**config.mk**
```make
export PLATFORM = sky130hd
export DESIGN_NAME = self_calibrating_compass_heading_core
export DESIGN_NICKNAME = d
export VERILOG_FILES = /design/src/hw/rtl/scch_pkg.sv /design/src/hw/rtl/self_calibrating_compass_heading_core.sv /design/src/hw/rtl/scch_mult.sv /design/src/hw/rtl/scch_cordic.sv
export VERILOG_INCLUDE_DIRS = /design/src /design/src/hw/rtl
export SDC_FILE = /design/constraint.sdc
export NUM_CORES = 2
export LEC_CHECK = 0
export BUFFER_PORTS_ARGS = -buffer_cell sky130_fd_sc_hd__buf_2
export CORE_MARGIN = 3
export CORE_UTILIZATION = 30
export CTS_CLUSTER_DIAMETER = 200
export CTS_CLUSTER_SIZE = 16
export DETAILED_ROUTE_END_ITERATION = 8
export HOLD_SLACK_MARGIN = 0.15
export PLACE_DENSITY_LB_ADDON = 0.3
export SLEW_MARGIN = 0
export SYNTH_ARGS = -nofsm -noshare
export SYNTH_HDL_FRONTEND = slang
export SYNTH_SLANG_ARGS = --single-unit
export TNS_END_PERCENT = 100
```
**constraint.sdc**
```tcl
create_clock -name clk -period 16.8 [get_ports clk]
set_input_delay 1.68 -clock clk [delete_from_list [all_inputs] [get_ports clk]]
set_output_delay 1.68 -clock clk [all_outputs]
set_load 0.02 [all_outputs]
```
**src/hw/rtl/self_calibrating_compass_heading_core_defines.svh**
```systemverilog
// Assertion macros for the compass heading core.
// Included by the top level; needs a clock named clk and a reset named rst in scope.
`ifndef SELF_CALIBRATING_COMPASS_HEADING_CORE_DEFINES_SVH
`define SELF_CALIBRATING_COMPASS_HEADING_CORE_DEFINES_SVH
`ifndef SYNTHESIS
// Same-cycle implication, checked outside reset.
`define SCCH_ASSERT_IMP(lbl, ante, cons) \
  lbl: assert property (@(posedge clk) disable iff (rst) (ante) |-> (cons)) \
    else $error("scch assertion failed");
// Next-cycle implication, checked outside reset.
`define SCCH_ASSERT_NXT(lbl, ante, cons) \
  lbl: assert property (@(posedge clk) disable iff (rst) (ante) |=> (cons)) \
    else $error("scch assertion failed");
`else
`define SCCH_ASSERT_IMP(lbl, ante, cons)
`define SCCH_ASSERT_NXT(lbl, ante, cons)
`endif
`endif

```
**src/hw/rtl/scch_pkg.sv**
```systemverilog
// Shared constants and the arctangent table of the compass heading core.
// No dependencies; used by scch_cordic and the top level.
`timescale 1ns / 1ps
`default_nettype none
package scch_pkg;
  // CORDIC iteration count and fixed-point layout (angles in Q16 degrees).
  localparam int ITERS         = 23;
  localparam int ITER_W        = 5;
  localparam int DEG_FRAC      = 16;
  localparam int PRESCALE_BITS = 24;
  localparam int ANG_W         = 22;
  localparam int Z_W           = 24;
  localparam int PHI_W         = 25;
  localparam int HEAD_W        = 9;

  localparam logic [ANG_W-1:0] DEG45  = ANG_W'(45 * 65536);
  localparam logic [PHI_W-1:0] DEG90  = PHI_W'(90 * 65536);
  localparam logic [PHI_W-1:0] DEG180 = PHI_W'(180 * 65536);
  localparam logic [HEAD_W-1:0] FULL_TURN = HEAD_W'(360);

  // round(atan(2^-i) * 65536 * 180 / pi)
  function automatic logic [ANG_W-1:0] atan_q16(input logic [ITER_W-1:0] i);
    logic [ANG_W-1:0] v;
    case (i)
      5'd0:  v = 22'd2949120;
      5'd1:  v = 22'd1740967;
      5'd2:  v = 22'd919879;
      5'd3:  v = 22'd466945;
      5'd4:  v = 22'd234379;
      5'd5:  v = 22'd117305;
      5'd6:  v = 22'd58666;
      5'd7:  v = 22'd29335;
      5'd8:  v = 22'd14668;
      5'd9:  v = 22'd7334;
      5'd10: v = 22'd3667;
      5'd11: v = 22'd1833;
      5'd12: v = 22'd917;
      5'd13: v = 22'd458;
      5'd14: v = 22'd229;
      5'd15: v = 22'd115;
      5'd16: v = 22'd57;
      5'd17: v = 22'd29;
      5'd18: v = 22'd14;
      5'd19: v = 22'd7;
      5'd20: v = 22'd4;
      5'd21: v = 22'd2;
      5'd22: v = 22'd1;
      default: v = '0;
    endcase
    return v;
  endfunction
endpackage
`default_nettype wire

```
**src/hw/rtl/self_calibrating_compass_heading_core.sv**
```systemverilog
// Compass heading core: running min/max calibration, two serial products, CORDIC atan2.
// Depends on scch_pkg, scch_mult, scch_cordic and the defines header.
//
// Usage: each input beat on s_axis carries one X/Y magnetometer sample. The
// block widens its per-axis minimum and maximum with it and returns exactly
// one beat on m_axis: the heading 1..360 degrees in tdata, and in tuser a
// flag that is 1 once both axes have a nonzero span (heading 0 before that).
// Each sample passes through the min/max update and recentering, the
// bit-serial multipliers forming the two scaled components, the octant
// reduction, the CORDIC loop, and the steps that finish and load the output.
// On an axis or a diagonal the loop is skipped, and uncalibrated samples
// skip the multipliers and the CORDIC. One sample is worked on at a time; the
// next beat is taken only after the result is loaded into the output register.
// The result sits in an output register, so a new sample is taken while the
// previous result waits; if the receiver stalls, a finished result holds
// back new samples until the output register drains.
// Reset clears the min/max to zero, empties the output and returns to idle.
`timescale 1ns / 1ps
`default_nettype none
`include "self_calibrating_compass_heading_core_defines.svh"
module self_calibrating_compass_heading_core #(
  parameter int SAMPLE_BITS = 16
) (
  input  wire logic        clk,
  input  wire logic        rst,
  input  wire logic        s_axis_tvalid,
  output logic             s_axis_tready,
  input  wire logic [31:0] s_axis_tdata,   // [15:0] mag_x, [31:16] mag_y
  output logic             m_axis_tvalid,
  input  wire logic        m_axis_tready,
  output logic [15:0]      m_axis_tdata,   // [8:0] heading_deg, rest zero
  output logic             m_axis_tuser    // [0] calibrated
);
  localparam int N  = SAMPLE_BITS;
  localparam int PW = 2 * N + 1;

  typedef enum logic [5:0] {
    S_IDLE = 6'b000001,
    S_UPD  = 6'b000010,
    S_CTR  = 6'b000100,
    S_MUL  = 6'b001000,
    S_OCT  = 6'b010000,
    S_COR  = 6'b100000
  } state_t;

  state_t state;
  logic fin;

  logic signed [N-1:0] xs, ys, x_min, x_max, y_min, y_max;
  logic cal, cal_c, num_neg, den_neg, swap;
  logic [N:0] xmag_c, ymag_c;

  logic signed [N:0]   xsum, ysum, xmid, ymid;
  logic signed [N+1:0] xc, yc;
  logic [N:0] xspan_w, yspan_w;

  logic mul_start, mul_done, mul_done_x;
  logic [PW-1:0] an, ad, big, small_v;
  logic cor_start, cor_done;
  logic [scch_pkg::ANG_W-1:0] t;
  logic [scch_pkg::PHI_W-1:0] phi1, phi2;
  logic [scch_pkg::HEAD_W-1:0] deg, heading;

  assign s_axis_tready = (state == S_IDLE) && !fin;

  // Recentering by truncated midpoint, spans and magnitudes.
  always_comb begin
    xsum    = $signed({x_max[N-1], x_max}) + $signed({x_min[N-1], x_min});
    ysum    = $signed({y_max[N-1], y_max}) + $signed({y_min[N-1], y_min});
    xmid    = xsum[N] ? ((xsum + $signed((N+1)'(1))) >>> 1) : (xsum >>> 1);
    ymid    = ysum[N] ? ((ysum + $signed((N+1)'(1))) >>> 1) : (ysum >>> 1);
    xc      = $signed({{2{xs[N-1]}}, xs}) - $signed({xmid[N], xmid});
    yc      = $signed({{2{ys[N-1]}}, ys}) - $signed({ymid[N], ymid});
    xspan_w = (N+1)'($signed({x_max[N-1], x_max}) - $signed({x_min[N-1], x_min}));
    yspan_w = (N+1)'($signed({y_max[N-1], y_max}) - $signed({y_min[N-1], y_min}));
    xmag_c  = xc[N+1] ? (N+1)'(-xc) : xc[N:0];
    ymag_c  = yc[N+1] ? (N+1)'(-yc) : yc[N:0];
    cal_c   = (x_min != x_max) && (y_min != y_max);
  end

  // Octant reduction and final fold to whole degrees.
  always_comb begin
    big     = (an > ad) ? an : ad;
    small_v = (an > ad) ? ad : an;
    phi1    = swap ? (scch_pkg::DEG90 - scch_pkg::PHI_W'(t)) : scch_pkg::PHI_W'(t);
    phi2    = den_neg ? (scch_pkg::DEG180 - phi1) : phi1;
    deg     = phi2[scch_pkg::PHI_W-1:scch_pkg::DEG_FRAC];
    if (num_neg) begin
      heading = scch_pkg::FULL_TURN - deg;
    end else if (deg == '0) begin
      heading = scch_pkg::FULL_TURN;
    end else begin
      heading = deg;
    end
  end

  assign mul_start = (state == S_CTR) && cal_c;
  assign cor_start = (state == S_OCT);

  scch_mult #(.AW(N + 1), .BW(N)) u_mult_y (
    .clk(clk), .rst(rst), .start(mul_start),
    .a(ymag_c), .b(xspan_w[N-1:0]), .done(mul_done), .prod(an)
  );

  scch_mult #(.AW(N + 1), .BW(N)) u_mult_x (
    .clk(clk), .rst(rst), .start(mul_start),
    .a(xmag_c), .b(yspan_w[N-1:0]), .done(mul_done_x), .prod(ad)
  );

  scch_cordic #(.BW(PW)) u_cordic (
    .clk(clk), .rst(rst), .start(cor_start),
    .big(big), .small_in(small_v), .done(cor_done), .angle(t)
  );

  // Sequencer and calibration state.
  always_ff @(posedge clk) begin
    if (rst) begin
      state <= S_IDLE;
      fin   <= 1'b0;
      x_min <= '0;
      x_max <= '0;
      y_min <= '0;
      y_max <= '0;
      cal   <= 1'b0;
    end else begin
      case (state)
        S_IDLE: begin
          if (s_axis_tvalid && s_axis_tready) begin
            state <= S_UPD;
          end
        end
        S_UPD: begin
          if (xs < x_min) x_min <= xs;
          if (xs > x_max) x_max <= xs;
          if (ys < y_min) y_min <= ys;
          if (ys > y_max) y_max <= ys;
          state <= S_CTR;
        end
        S_CTR: begin
          cal <= cal_c;
          if (cal_c) begin
            state <= S_MUL;
          end else begin
            state <= S_IDLE;
            fin   <= 1'b1;
          end
        end
        S_MUL: begin
          if (mul_done) state <= S_OCT;
        end
        S_OCT: begin
          state <= S_COR;
        end
        S_COR: begin
          if (cor_done) begin
            state <= S_IDLE;
            fin   <= 1'b1;
          end
        end
        default: state <= S_IDLE;
      endcase
      if (fin && (!m_axis_tvalid || m_axis_tready)) begin
        fin <= 1'b0;
      end
    end
  end

  // Sample capture and per-sample working registers.
  always_ff @(posedge clk) begin
    if (s_axis_tvalid && s_axis_tready) begin
      xs <= $signed(s_axis_tdata[N-1:0]);
      ys <= $signed(s_axis_tdata[16+N-1:16]);
    end
    if (state == S_CTR) begin
      num_neg <= yc[N+1];
      den_neg <= xc[N+1];
    end
    if (state == S_OCT) begin
      swap <= an > ad;
    end
  end

  // Output register.
  always_ff @(posedge clk) begin
    if (rst) begin
      m_axis_tvalid <= 1'b0;
    end else if (fin && (!m_axis_tvalid || m_axis_tready)) begin
      m_axis_tvalid <= 1'b1;
    end else if (m_axis_tready) begin
      m_axis_tvalid <= 1'b0;
    end
  end

  always_ff @(posedge clk) begin
    if (fin && (!m_axis_tvalid || m_axis_tready)) begin
      m_axis_tdata <= cal ? 16'(heading) : 16'd0;
      m_axis_tuser <= cal;
    end
  end

  // Checks on the core's own sequencing and results.
  `SCCH_ASSERT_IMP(a_uncal_zero, m_axis_tvalid && !m_axis_tuser, m_axis_tdata == 16'd0)
  `SCCH_ASSERT_IMP(a_cal_range, m_axis_tvalid && m_axis_tuser,
                   (m_axis_tdata != 16'd0) && (m_axis_tdata <= 16'd360))
  `SCCH_ASSERT_IMP(a_mult_pair, mul_done, mul_done_x && (state == S_MUL))
  `SCCH_ASSERT_NXT(a_accept_seq, s_axis_tvalid && s_axis_tready, state == S_UPD)
endmodule
`default_nettype wire

```
**src/hw/rtl/scch_mult.sv**
```systemverilog
// Bit-serial unsigned shift-and-add multiplier, one multiplier bit per cycle.
// Standalone; instantiated twice by the top level.
`timescale 1ns / 1ps
`default_nettype none
module scch_mult #(
  parameter int AW = 17,
  parameter int BW = 16
) (
  input  wire logic             clk,
  input  wire logic             rst,
  input  wire logic             start,
  input  wire logic [AW-1:0]    a,
  input  wire logic [BW-1:0]    b,
  output logic                  done,
  output logic [AW+BW-1:0]      prod
);
  localparam int CW = $clog2(BW + 1);

  logic [AW+BW-1:0] addend;
  logic [BW-1:0]    mbits;
  logic [CW-1:0]    cnt;
  logic             busy;

  // Control: count down one multiplier bit per cycle.
  always_ff @(posedge clk) begin
    if (rst) begin
      busy <= 1'b0;
      done <= 1'b0;
      cnt  <= '0;
    end else begin
      done <= busy && (cnt == CW'(1));
      if (start) begin
        busy <= 1'b1;
        cnt  <= CW'(BW);
      end else if (busy) begin
        cnt <= cnt - CW'(1);
        if (cnt == CW'(1)) begin
          busy <= 1'b0;
        end
      end
    end
  end

  // Datapath: the multiplier shifts out low bit first, the multiplicand shifts up.
  always_ff @(posedge clk) begin
    if (start) begin
      prod   <= '0;
      addend <= (AW+BW)'(a);
      mbits  <= b;
    end else if (busy) begin
      if (mbits[0]) begin
        prod <= prod + addend;
      end
      addend <= addend << 1;
      mbits  <= mbits >> 1;
    end
  end
endmodule
`default_nettype wire

```
**src/hw/rtl/scch_cordic.sv**
```systemverilog
// Iterative vectoring CORDIC giving the first-octant angle in Q16 degrees.
// Depends on scch_pkg for the arctangent table and fixed-point constants.
`timescale 1ns / 1ps
`default_nettype none
module scch_cordic #(
  parameter int BW = 33
) (
  input  wire logic                      clk,
  input  wire logic                      rst,
  input  wire logic                      start,
  input  wire logic [BW-1:0]             big,
  input  wire logic [BW-1:0]             small_in,
  output logic                           done,
  output logic [scch_pkg::ANG_W-1:0]     angle
);
  localparam int CW = BW + scch_pkg::PRESCALE_BITS + 2;
  localparam int ZW = scch_pkg::Z_W;

  logic signed [CW-1:0] cx, cy, dx, dy, cx_next, cy_next;
  logic signed [ZW-1:0] z, z_next, step;
  logic [scch_pkg::ITER_W-1:0] it;
  logic busy;

  // One micro-rotation per cycle.
  always_comb begin
    dx   = cy >>> it;
    dy   = cx >>> it;
    step = $signed(ZW'(scch_pkg::atan_q16(it)));
    if (!cy[CW-1] && (cy != '0)) begin
      cx_next = cx + dx;
      cy_next = cy - dy;
      z_next  = z + step;
    end else begin
      cx_next = cx - dx;
      cy_next = cy + dy;
      z_next  = z - step;
    end
  end

  always_ff @(posedge clk) begin
    if (rst) begin
      busy <= 1'b0;
      done <= 1'b0;
      it   <= '0;
    end else begin
      done <= 1'b0;
      if (start) begin
        it <= '0;
        // On an axis or the diagonal the angle is exact.
        if (small_in == '0) begin
          angle <= '0;
          done  <= 1'b1;
        end else if (small_in == big) begin
          angle <= scch_pkg::DEG45;
          done  <= 1'b1;
        end else begin
          busy <= 1'b1;
        end
      end else if (busy) begin
        it <= it + 1'b1;
        if (it == scch_pkg::ITER_W'(scch_pkg::ITERS - 1)) begin
          busy <= 1'b0;
          done <= 1'b1;
          // Keep the angle strictly inside the octant.
          if (z_next < $signed(ZW'(1))) begin
            angle <= scch_pkg::ANG_W'(1);
          end else if (z_next > $signed(ZW'(scch_pkg::DEG45 - 1'b1))) begin
            angle <= scch_pkg::DEG45 - 1'b1;
          end else begin
            angle <= z_next[scch_pkg::ANG_W-1:0];
          end
        end
      end
    end
  end

  // Vector registers.
  always_ff @(posedge clk) begin
    if (start) begin
      cx <= $signed({2'b00, big, {scch_pkg::PRESCALE_BITS{1'b0}}});
      cy <= $signed({2'b00, small_in, {scch_pkg::PRESCALE_BITS{1'b0}}});
      z  <= '0;
    end else if (busy) begin
      cx <= cx_next;
      cy <= cy_next;
      z  <= z_next;
    end
  end
endmodule
`default_nettype wire
```
; ---- Word-level counts from Yosys, hierarchy flattened
; Memory sizes are Yosys's and may differ from the RTL's. A register that Yosys moved wholly into a read port is not among the register bits.
; Cells that the tools add are included.
[word_totals]
reg_bits = 473
latch_bits = 0
mem_bits_rw = 0
rom_bits = 704
input_bits = 36
output_inout_bits = 19
wordCells = 191
mem_count = 1
[op_classes]
n_addsub = 24
mul = 0
div = 0
n_lt_le_gt_ge = 7
n_eq_ne = 19
shift = 2
mux = 64
bitwise = 1
n_reduce_logical = 33
[mem_list]
columns = name, words, width, read_ports, rd_clocked_by_memory_dff, wr, line_no
row1 = (no name shown), 32, 22, 1, 1, 0, scch_pkg.sv:24  ; case (i)
[op_table]
columns = op, count
row1 = $mux 57, 4
row2 = $mux 22, 7
row3 = $mux 17, 8
row4 = $add 59x59->59, 2
row5 = $mux 59, 2
row6 = $sshr 59x5->59, 2
row7 = $sub 59x59->59, 2
row8 = $add 33x33->33, 2
row9 = $mux 33, 2
row10 = $mux 16, 4
row11 = $reduce_bool 59->1, 1
row12 = $mux 25, 2
row13 = $pmux 6 s6, 1
row14 = $sub 16x17->18, 2
row15 = $add 16x16->17, 2
row16 = $add 17x2->17 const B, 2
row17 = $neg 17->17, 2
row18 = $eq 33x33->1, 1
row19 = $gt 33x33->1, 1
row20 = $logic_not 33->1, 1
row21 = $gt 16x16->1, 2
row22 = $lt 16x16->1, 2
row23 = $ne 16x16->1, 2
row24 = $sub 16x16->16, 2
row25 = 37 further kinds, 92

; ---- Logic depth before layout (Yosys ltp)
[logic_depth]
word_depth = 9
mapped_depth = 38

; ---- Hierarchy
; A second synthesis with hierarchy kept.
[hier_totals]
hier_cells = 6146
hier_area_um2 = 52320.2
[modules_own_cells]
columns = mod, instances, cells_each, area_per_inst_um2, seq_area_each_um2
row1 = scch_cordic, 1, 3372, 27958.1, 4744.6
row2 = self_calibrating_compass_heading_core, 1, 1666, 13767.0, 2812.7
row3 = scch_mult, 2, 554, 5297.6, 2112.0

; ---- Worst setup path before layout
; OpenSTA, ideal clock, no wires.
[synth_path]
path_kind = register -> register
startpoint = register u_cordic.it[4] (netlist bit)
endpoint = register u_cordic.cx[45] (data pin)
t_arrival_ps = 6890
required_ps = 16529
setup_slack_ps = 9638
path_stages_with_launch = 33
path_buffers = 9
period_less_slack_ps = 7162
cell_sequence = dfxtp_1 buf_2 buf_1 clkbuf_1 clkbuf_1 clkbuf_1 clkbuf_1 clkbuf_1 buf_1 clkbuf_1 nand2_1 o21ai_0 ha_1 and3_1 and2_1 nand3_1 nor3_1 a31oi_1 xor2_1 ha_1 nand3_1 nor2_1 a31oi_1 nand2_1 nor3_1 o31ai_1 a221o_1 a221oi_1 o21ai_0 a221oi_1 o21ai_0 xnor2_1 o22ai_1
[synth_between]
elab_chain_len = 5
[synth_rtl]
columns = element, line_no
row1 = start: declaration, scch_cordic.sv:21  ; logic [scch_pkg::ITER_W-1:0] it;
row2 = start signal: assignment, scch_cordic.sv:60  ; it <= it + 1'b1;
row3 = $sshr 59x5->59 *, scch_cordic.sv:26  ; dx = cy >>> it;
row4 = $sub 59x59->59 / $add 59x59->59 (equally long branches), "scch_cordic.sv:34, scch_cordic.sv:30"
row5 = $mux 59 *, scch_cordic.sv:29  ; if (!cy[CW-1] && (cy != '0)) begin
row6 = $mux 57 *, scch_cordic.sv:83  ; end else if (busy) begin
row7 = $mux 57 *, scch_cordic.sv:79  ; if (start) begin
row8 = end signal: assignment, scch_cordic.sv:80  ; cx <= $signed({2'b00, big, {scch_pkg::PRESCALE_BITS{1'b0}}});
row9 = end signal: assignment, scch_cordic.sv:84  ; cx <= cx_next;
row10 = end: declaration, scch_cordic.sv:19  ; logic signed [CW-1:0] cx, cy, dx, dy, cx_next, cy_next;
; Mark *: on every way between the ends. The rest lies on a longest branch, timed or not. The select of a mux whose other input is x is not followed.
; A chain may end at the register's enable or synchronous reset.

; ---- Worst setup path in the final report
[layout_path]
startpoint = register u_cordic.it[1] (netlist bit)
endpoint = register u_cordic.cx[55] (data pin)
; The elaborated chain is that of the path after synthesis.

==> impl_metrics.ini <==
[synthesis]
synth_compound_area_frac = 0.204
synthXorXnorAreaFrac = 0.0826
synthCells = 5972
synth_simple_gate_area_frac = 0.173
postSynth.asyncResetShare = 0
synth_area_sq_mm = 0.0503
synthMuxAreaShare = 0.149
ys_types = 105
synth_fa_ha_area_frac = 0.108
ys.flop_type = dfxtp_1
synth_edf_count = 199
synth_seq_cells = 488
synth_warnings = 0
synth_top_family_by_area = compound AO/OA/AOI/OAI gates
yosysSeqAreaShare = 0.234
avgSynthCellArea_sq_um = 8.42

[sta]
rsz0062_at_grt = false
skew_ns = 0.0441
setup_viol = 0
worstMarginPinSlew_ns = 1.47
finalCritPeriodShare = 0.584
setup_tns_ns = 0
timing_hold_violations_final = 0
maxSlewViolCount = 0
relSlewSlack = 0.0164
min_period_ns = 9.81
max_freq_mhz = 102

[job]
maxCapViolCount = 0

[route]
routed_wl_mm = 179
drtIter0Drc = 4694
wire_per_inst_microns = 22.4
first_pass_iters = 6
antenna_left = 0
routed_via_density = 5.72
vias = 45838
route.detailed.drc = 0

[final_layout]
layout_commonest_cell = nor2_1
drive_above_1_share = 0.0768
layout_common_cells = nor2_1, nand2_1, a21oi_1
syn2layout_area_growth_pct = 6.14
nets = 6257

[clocking]
cts_tree = done
cts-root-buf = clkbuf_16
cts_hold_buf = 0
numCtsBuffers = 36
clk_latency_ns = 0.65
cts_setup_buffers = 0
htreeDepth = 2
path_clk_slew_ns = 0.09
postCtsResizedCells = 0
clkSinkCount = 488
cts_buffer_depth = 3

[floorplan]
num_io_pins = 55
fp.dieW_microns = 415
die-height_microns = 415
die_area_sq_mm = 0.173
rows = 149
core_sq_mm = 0.166
start_util = 0.303

[status]
status = finished, final reports clean

[setup_path]
required_ns = 17.15
worstSetupPathType = reg2reg
critPathArrivalTime_ns = 10.17
cp_max_fo = 60
start_kind = flip-flop
worstSetupEndpointType = flip-flop

[global_routing]
grt_pass1_wl_mm = 273
grt_overflow = 0
track_usage = 0.199
grt_pass1_vias = 43685
grt_max_degree = 108
grt_antenna_before_repair = 2

[power_and_ir_drop]
powerDensity_mw_per_mm2 = 107
max-vdd-ir-drop_mv = 0.0888
p_leak_nw = 20.4
p_total_mw = 5.71

[place]
routabilityCongestion = 0.997
hpwl_mm = 136
io_buffers = 47

[worst_hold_path]
hp-class = reg2reg
## stage by stage
| step | hold WS (ns) | instances | area (sq um) | utilization | setup WS, ns |
|---|---|---|---|---|---|
| floorplan | 0.429 | 5978 | 50300 | - | 9.64 |
| CTS | 0.499 | 8010 | 53400 | 0.322 | 7.21 |
| global placement | 0.477 | 7944 | 52300 | 0.315 | 7.37 |
| finish | 0.496 | 8011 | 53400 | 0.322 | 6.99 |
| global route | 0.547 | 8010 | 53400 | 0.322 | 6.28 |
| detailed placement | 0.488 | 7944 | 52300 | 0.315 | 7.30 |
## worst paths after layout
| path | from | end | slack (ns) | depth (start not counted) |
|---|---|---|---|---|
| worst min-delay path | u_cordic.z[2]$_SDFFE_PP0P_ | u_cordic.z[2]$_SDFFE_PP0P_ | 0.50 | 2 |
| worst max register to register | u_cordic.it[1]$_SDFFE_PP0P_ | u_cordic.cx[55]$_DFFE_PN_ | 6.99 | 27 |
| worst max-delay path | u_cordic.it[1]$_SDFFE_PP0P_ | u_cordic.cx[55]$_DFFE_PN_ | 6.99 | 27 |
| worst min register to register | u_cordic.z[2]$_SDFFE_PP0P_ | u_cordic.z[2]$_SDFFE_PP0P_ | 0.50 | 2 |
## worst max-delay path: stages, from the launching register on
cell and delay, ns:
dfxtp_4 0.69, buf_4 0.76, buf_4 0.62, mux4_2 0.61
mux2i_1 0.66, nand2_1 0.14, a31oi_1 0.34, nand3_1 0.22
nor3_2 0.45, nand3_1 0.20, nor4_2 0.65, and4_1 0.31
and3b_1 0.32, a21oi_1 0.12, xnor2_1 0.16, nor2_1 0.07
ha_1 0.46, nand4_1 0.22, nor4_1 0.56, nand2_1 0.16
nor2_1 0.20, o311ai_0 0.34, o211ai_1 0.33, o31ai_1 0.20
o21ai_0 0.20, a21o_1 0.19, xnor2_1 0.13, o22ai_1 0.10
## Yosys cell counts (all sizes together), types with 71 or more instances
| library cell | n | share of area |
|---|---|---|
| nor2 | 606 | 0.045 |
| nand2 | 517 | 0.039 |
| a21oi | 495 | 0.049 |
| ha | 417 | 0.10 |
| o21ai | 317 | 0.032 |
| mux2i | 310 | 0.062 |
| xnor2 | 296 | 0.052 |
| dfxtp | 289 | 0.12 |
| inv | 256 | 0.019 |
| edfxtp | 199 | 0.12 |
| clkbuf | 196 | 0.015 |
| xor2 | 178 | 0.031 |
| mux4 | 158 | 0.071 |
| a21o | 148 | 0.022 |
| buf | 127 | 0.015 |
| nand3 | 115 | 0.011 |
| nor3 | 115 | 0.012 |
| o22ai | 99 | 0.012 |
| nand2b | 80 | 0.010 |
| mux2 | 71 | 0.016 |
## sequential cells by signal (all words and copies together), names as in the netlist, 6 cells and up
name,cells
u_cordic.cx,59
u_cordic.cy,59
u_mult_x.addend,33
u_mult_x.prod,33
u_mult_y.addend,33
u_mult_y.prod,33
u_cordic.z,24
u_cordic.angle,22
u_cordic.step,22
u_mult_x.mbits,16
u_mult_y.mbits,16
x_max,16
x_min,16
xs,16
y_max,16
y_min,16
ys,16
m_axis_tdata,9
state,6
## power breakdown
part           switching [mW]  internal [mW]  total [mW]
Sequential              0.237           1.36        1.59
Clock                   0.491          0.418       0.909
Combinational            1.87           1.34        3.21
Total                    2.60           3.11        5.71
## area by class of cell
| class | count | area (sq um) |
|---|---|---|
| Tap cell | 2189 | 2740 |
| Sequential cell | 488 | 11800 |
| Clock buffer | 62 | 1010 |
| Timing Repair Buffer | 100 | 636 |
| Inverter | 258 | 968 |
| Antenna cell | 1 | 2.50 |
| Fill cell | 17345 | 112000 |
| Multi-Input combinational cell | 4909 | 36200 |
| Clock inverter | 4 | 75.1 |
## per-layer routing
metal / up-vias / track usage / wire length [microns] / share of wire
li1: 21707 / - / - / -
met1: 21987 / 0.266 / 78700 / 0.44
met2: 1691 / 0.311 / 77700 / 0.43
met3: 447 / 0.0377 / 13000 / 0.073
met4: 6 / 0.0917 / 9740 / 0.054
met5: - / 0 / 45 / 0.00025
## logic make-up (layout without fill, tap and decap cells)
kind of cell | after synthesis | in the layout
and+or+nand+nor | 1849 | 1849
other | 1 | 8
AOI/OAI and AO/OA | 1612 | 1612
xor gates and xnor gates | 474 | 474
buffers and inverters | 581 | 424
muxes | 539 | 539
adders and majority gates | 428 | 428
DFF | 488 | 488
No activity file was read; power rests on OpenSTA's default activity.
